<file path="src/hw/rtl/npcs_pkg.sv">
package npcs_pkg;

  localparam int CHAN_W = 8;
  localparam int IDX_W  = 8;
  localparam int SQ_W   = 2 * CHAN_W;
  localparam int DIST_W = 18;

  localparam logic OP_WRITE = 1'b0;
  localparam logic OP_QUERY = 1'b1;

  typedef struct packed {
    logic [CHAN_W-1:0] red;
    logic [CHAN_W-1:0] green;
    logic [CHAN_W-1:0] blue;
  } rgb_t;

  localparam int RGB_W = $bits(rgb_t);

  // Control that travels alongside one palette entry through the scan pipeline
  typedef struct packed {
    logic             valid;
    logic             first;
    logic             last;
    logic [IDX_W-1:0] idx;
  } tag_t;

endpackage

</file>
<file path="src/hw/rtl/npcs_dist.sv">
module npcs_dist (
  input  logic                            clk,
  input  logic                            rst_n,
  input  npcs_pkg::tag_t                  tag_in,
  input  npcs_pkg::rgb_t                  query,
  input  npcs_pkg::rgb_t                  entry,
  output npcs_pkg::tag_t                  tag_out,
  output logic [npcs_pkg::DIST_W-1:0]     dist_out
);

  logic [npcs_pkg::CHAN_W-1:0] diff_r_c, diff_g_c, diff_b_c;
  logic [npcs_pkg::SQ_W-1:0]   sq_red_r, sq_green_r, sq_blue_r;
  logic [npcs_pkg::DIST_W-1:0] dist_r;
  npcs_pkg::tag_t              tag_sq_r, tag_sum_r;

  always_comb begin
    diff_r_c = (query.red >= entry.red) ? query.red - entry.red : entry.red - query.red;
    diff_g_c = (query.green >= entry.green) ? query.green - entry.green
                                            : entry.green - query.green;
    diff_b_c = (query.blue >= entry.blue) ? query.blue - entry.blue
                                          : entry.blue - query.blue;
  end

  // Stage one squares the channel differences, stage two sums them
  always_ff @(posedge clk) begin
    if (!rst_n) begin
      tag_sq_r  <= '0;
      tag_sum_r <= '0;
    end else begin
      tag_sq_r  <= tag_in;
      tag_sum_r <= tag_sq_r;
    end
  end

  always_ff @(posedge clk) begin
    sq_red_r   <= diff_r_c * diff_r_c;
    sq_green_r <= diff_g_c * diff_g_c;
    sq_blue_r  <= diff_b_c * diff_b_c;
    dist_r     <= npcs_pkg::DIST_W'(sq_red_r) + npcs_pkg::DIST_W'(sq_green_r)
                + npcs_pkg::DIST_W'(sq_blue_r);
  end

  assign tag_out  = tag_sum_r;
  assign dist_out = dist_r;

endmodule

</file>
<file path="config.mk">
export PLATFORM = sky130hd
export DESIGN_NAME = npcs_dist
export DESIGN_NICKNAME = d
export VERILOG_FILES = /design/src/hw/rtl/npcs_pkg.sv /design/src/hw/rtl/npcs_dist.sv
export SDC_FILE = /design/constraint.sdc
export NUM_CORES = 1
export LEC_CHECK = 0
export ABC_AREA = 1
export BUFFER_PORTS_ARGS = -buffer_cell sky130_fd_sc_hd__buf_2
export CAP_MARGIN = 30
export CORE_MARGIN = 2
export CORE_UTILIZATION = 56
export CTS_CLUSTER_DIAMETER = 150
export DETAILED_ROUTE_END_ITERATION = 6
export GPL_ROUTABILITY_DRIVEN = 0
export GPL_TIMING_DRIVEN = 0
export PLACE_DENSITY = 0.78
export SLEW_MARGIN = 5
export SYNTH_ARGS = -nofsm -noshare
export SYNTH_HDL_FRONTEND = slang
export SYNTH_SLANG_ARGS = --single-unit
export TNS_END_PERCENT = 30
</file>
<file path="constraint.sdc">
create_clock -name clk -period 4.65 [get_ports clk]
set_input_delay 0 -clock clk [delete_from_list [all_inputs] [get_ports clk]]
set_output_delay 0 -clock clk [all_outputs]
set_load 0.005 [all_outputs]
</file>
==> results.md <==
- CP Max Fanout: 5
- Max capacitance violation total: 0
- Critical path's largest stage delay: 0.51 ns
- Clock latency on the worst-skew pair: 0.34 ns
- Hold Path Class: in2reg
- DRC viols: 0
- Mean post-synth cell area: 7.389 um^2
- Largest delay contributor family on the critical path: adder cells
- Setup WS post-layout: -0.03239 ns
- Routed WL: 22.46 mm
- Number of H-tree levels: 3
- Final Cycle Share: 1.007
- Synthesized flop and latch total: 85
- Layout overhead on the synthesized area: 22.68%
- Starting Density: 0.5672
- WP buf/inv: 10
- CP Data Required Time: 4.88 ns
- Most common cell after layout, fill and taps aside: inv_1
- Critical path type: in2reg
- Failing checks: negative setup slack
- GRT Util Overall: 0.2154
- Synth cell types: 37
- Slowest-stage cell, CP: fa_1
- Number of diodes: 0
- Top-level I/O count: 90
- 1st-pass router iterations: 5
- Final setup fails: 1
- Met2 global-route usage: 0.3955
- Synth Area in Adders: 0.3600
- 1st-iter DRT viols: 298
- Yosys warnings: 0
- Sequential area share after synthesis: 0.1609
- Synthesized cell area: 10570 um^2
- Setup WS pre-CTS: -0.6311 ns
- Post-synthesis cell count: 1431
- Setup Skew: 0.008145 ns
- GR Layer Usage met3: 0.02464
- Status: finished with violations
- Post-synth EDFFs: 0
- Die extent in x: 141.4 um
- Final ANT Viol Nets: 0
- Port bufs: 89
- Vias: 9028
- Vias in the first global route: 8656
- Yosys top cell area share: 0.1836
- Met1 GRT Util: 0.2766
- Global-route wire length before repair: 36.43 mm
- Most used routing layer: met2
- Crit end category: flop
- Die footprint: 20000 um^2
- Final hold vios: 0
- Synth Area in Compound Gates: 0.06662
- Setup crit start kind: input pin
- Root Driver: clkbuf_16
- Most frequent cells in the layout: 310 x inv_1, 304 x nand2_1, 127 x ha_1
- Async set-reset flop share out of synthesis: 0
- Largest family of logic cells by synthesized area: adder cells
- Synth area leaders: fa_1 18%, ha_1 18%, dfxtp_1 16%
- TritonCTS clock tree: yes
- Slew Limit Fails: 0
- Vias/cell: 4.923
- Largest net degree at the start of global routing: 18
- Synth area leader: fa_1
- Total congestion overflow: 0
- Antenna violations before repair: 0
- Layout cells sized above 1: 0.2169
- Wire per inst: 12.25 um
- Cts bufs inserted: 9
- RSZ-0062 raised after global routing: true
- Fin crit period: 4.682 ns
- Hpwl dp: 16.93 mm
- Core area: 18640 um^2
- Bufs on Longest Clock Path: 2
- Xor/xnor share of the synthesized area: 0.05301
- Synth Flop Type: dfxtp_1
- Post-layout util: 0.6958
- CP arrival: 4.91 ns
- Sink Count: 85
- Die Height: 141.4 um
- Multiplexer share of the synthesized area: 0
- Reg clk slew, reported paths: 0.06 ns
- NumNets Final: 1902
- Fmax: 0.2136 GHz
- Cell row count: 50
- Simple logic cell fraction of the synthesized area: 0.2342
==> worst reg2reg max path, stage by stage (launching register included) <==
cell,delay [ns]
dfxtp_1,0.38
fa_1,0.44
ha_1,0.37
a21oi_1,0.20
nand2_1,0.10
a21boi_0,0.31
o21ai_0,0.19
nand2_1,0.11
nand2_1,0.07
nand2_1,0.07
nand2_1,0.04
==> cells in the mapped netlist, types with 11 or more instances <==
library cell / count
o21ai_0: 22
a21oi_1: 54
fa_1: 97
nand2_4: 12
xnor2_1: 21
dfxtp_1: 85
nand4_1: 11
ha_1: 149
inv_1: 323
nand3_1: 61
nand2_1: 337
xor2_1: 43
nand2_2: 15
nor2_1: 118
==> layer usage <==
metal,routed length (um),share of wire,vias to the layer above
met5,0,0,-
met4,201,0.0089,0
met3,890,0.040,18
met2,11240,0.50,183
met1,10130,0.45,4165
li1,-,-,4662
==> logic make-up (layout without fill, tap and decap cells) <==
| kind of cell | Yosys count | count (layout) |
|---|---|---|
| simple gates | 573 | 576 |
| fa+ha+maj | 246 | 246 |
| other cells | 1 | 3 |
| buf+inv | 343 | 507 |
| compound gates | 119 | 119 |
| xor+xnor | 64 | 64 |
| flops | 85 | 85 |
==> flip-flops by register name (all words and copies together), names as in the netlist <==
name and cells:
sq_red_r 15, dist_out 18, tag_out 11, sq_blue_r 15, sq_green_r 15, tag_sq_r 11
==> cell type report <==
| type | instances | area, um^2 |
|---|---|---|
| Buffer | 10 | 80.08 |
| Tap cell | 234 | 292.8 |
| Timing Repair Buffer | 148 | 938.4 |
| Fill cell | 1452 | 5670 |
| Multi-Input combinational cell | 1008 | 8361 |
| Clock inverter | 7 | 86.33 |
| Inverter | 333 | 1287 |
| Sequential cell | 85 | 1702 |
| Clock buffer | 9 | 225.2 |
==> worst paths after layout <==
| kind | startpoint | end | slack [ns] | depth (start not counted) |
|---|---|---|---|---|
| max | query[16] | sq_red_r[11]$_DFF_P_ | -0.03 | 28 |
| min | entry[16] | sq_red_r[0]$_DFF_P_ | 0.21 | 4 |
| max reg2reg | sq_green_r[4]$_DFF_P_ | dist_out[17]$_DFF_P_ | 2.27 | 10 |
| min reg2reg | tag_sq_r[6]$_SDFF_PN0_ | tag_out[6]$_SDFF_PN0_ | 0.41 | 2 |
==> per-stage QoR <==
stage / area [um^2] / hold WS [ns] / setup TNS, ns / cells
finish: 12970 / 0.2070 / -0.03239 / 1834
CTS: 12080 / 0.2034 / -0.004817 / 1794
detailed placement: 11360 / 0.1901 / -10.64 / 1756
global placement: 11360 / 0.1904 / -8.729 / 1756
global route: 12970 / 0.2216 / -1.256 / 1834
floorplan: 10620 / 0.09345 / -0.1194 / 1433
==> timing repair <==
action,in CTS,in global routing
setup buffers,7,39
endpoints found under the hold margin,12,0
pin swaps,9,70
setup endpoints to repair,17,22
hold buffers,13,0
resized for setup,51,149
cloned,2,1
Power is left out: the tool's default activity adds up to more than one toggle a clock period on the data nets, which glitch-free logic cannot reach.
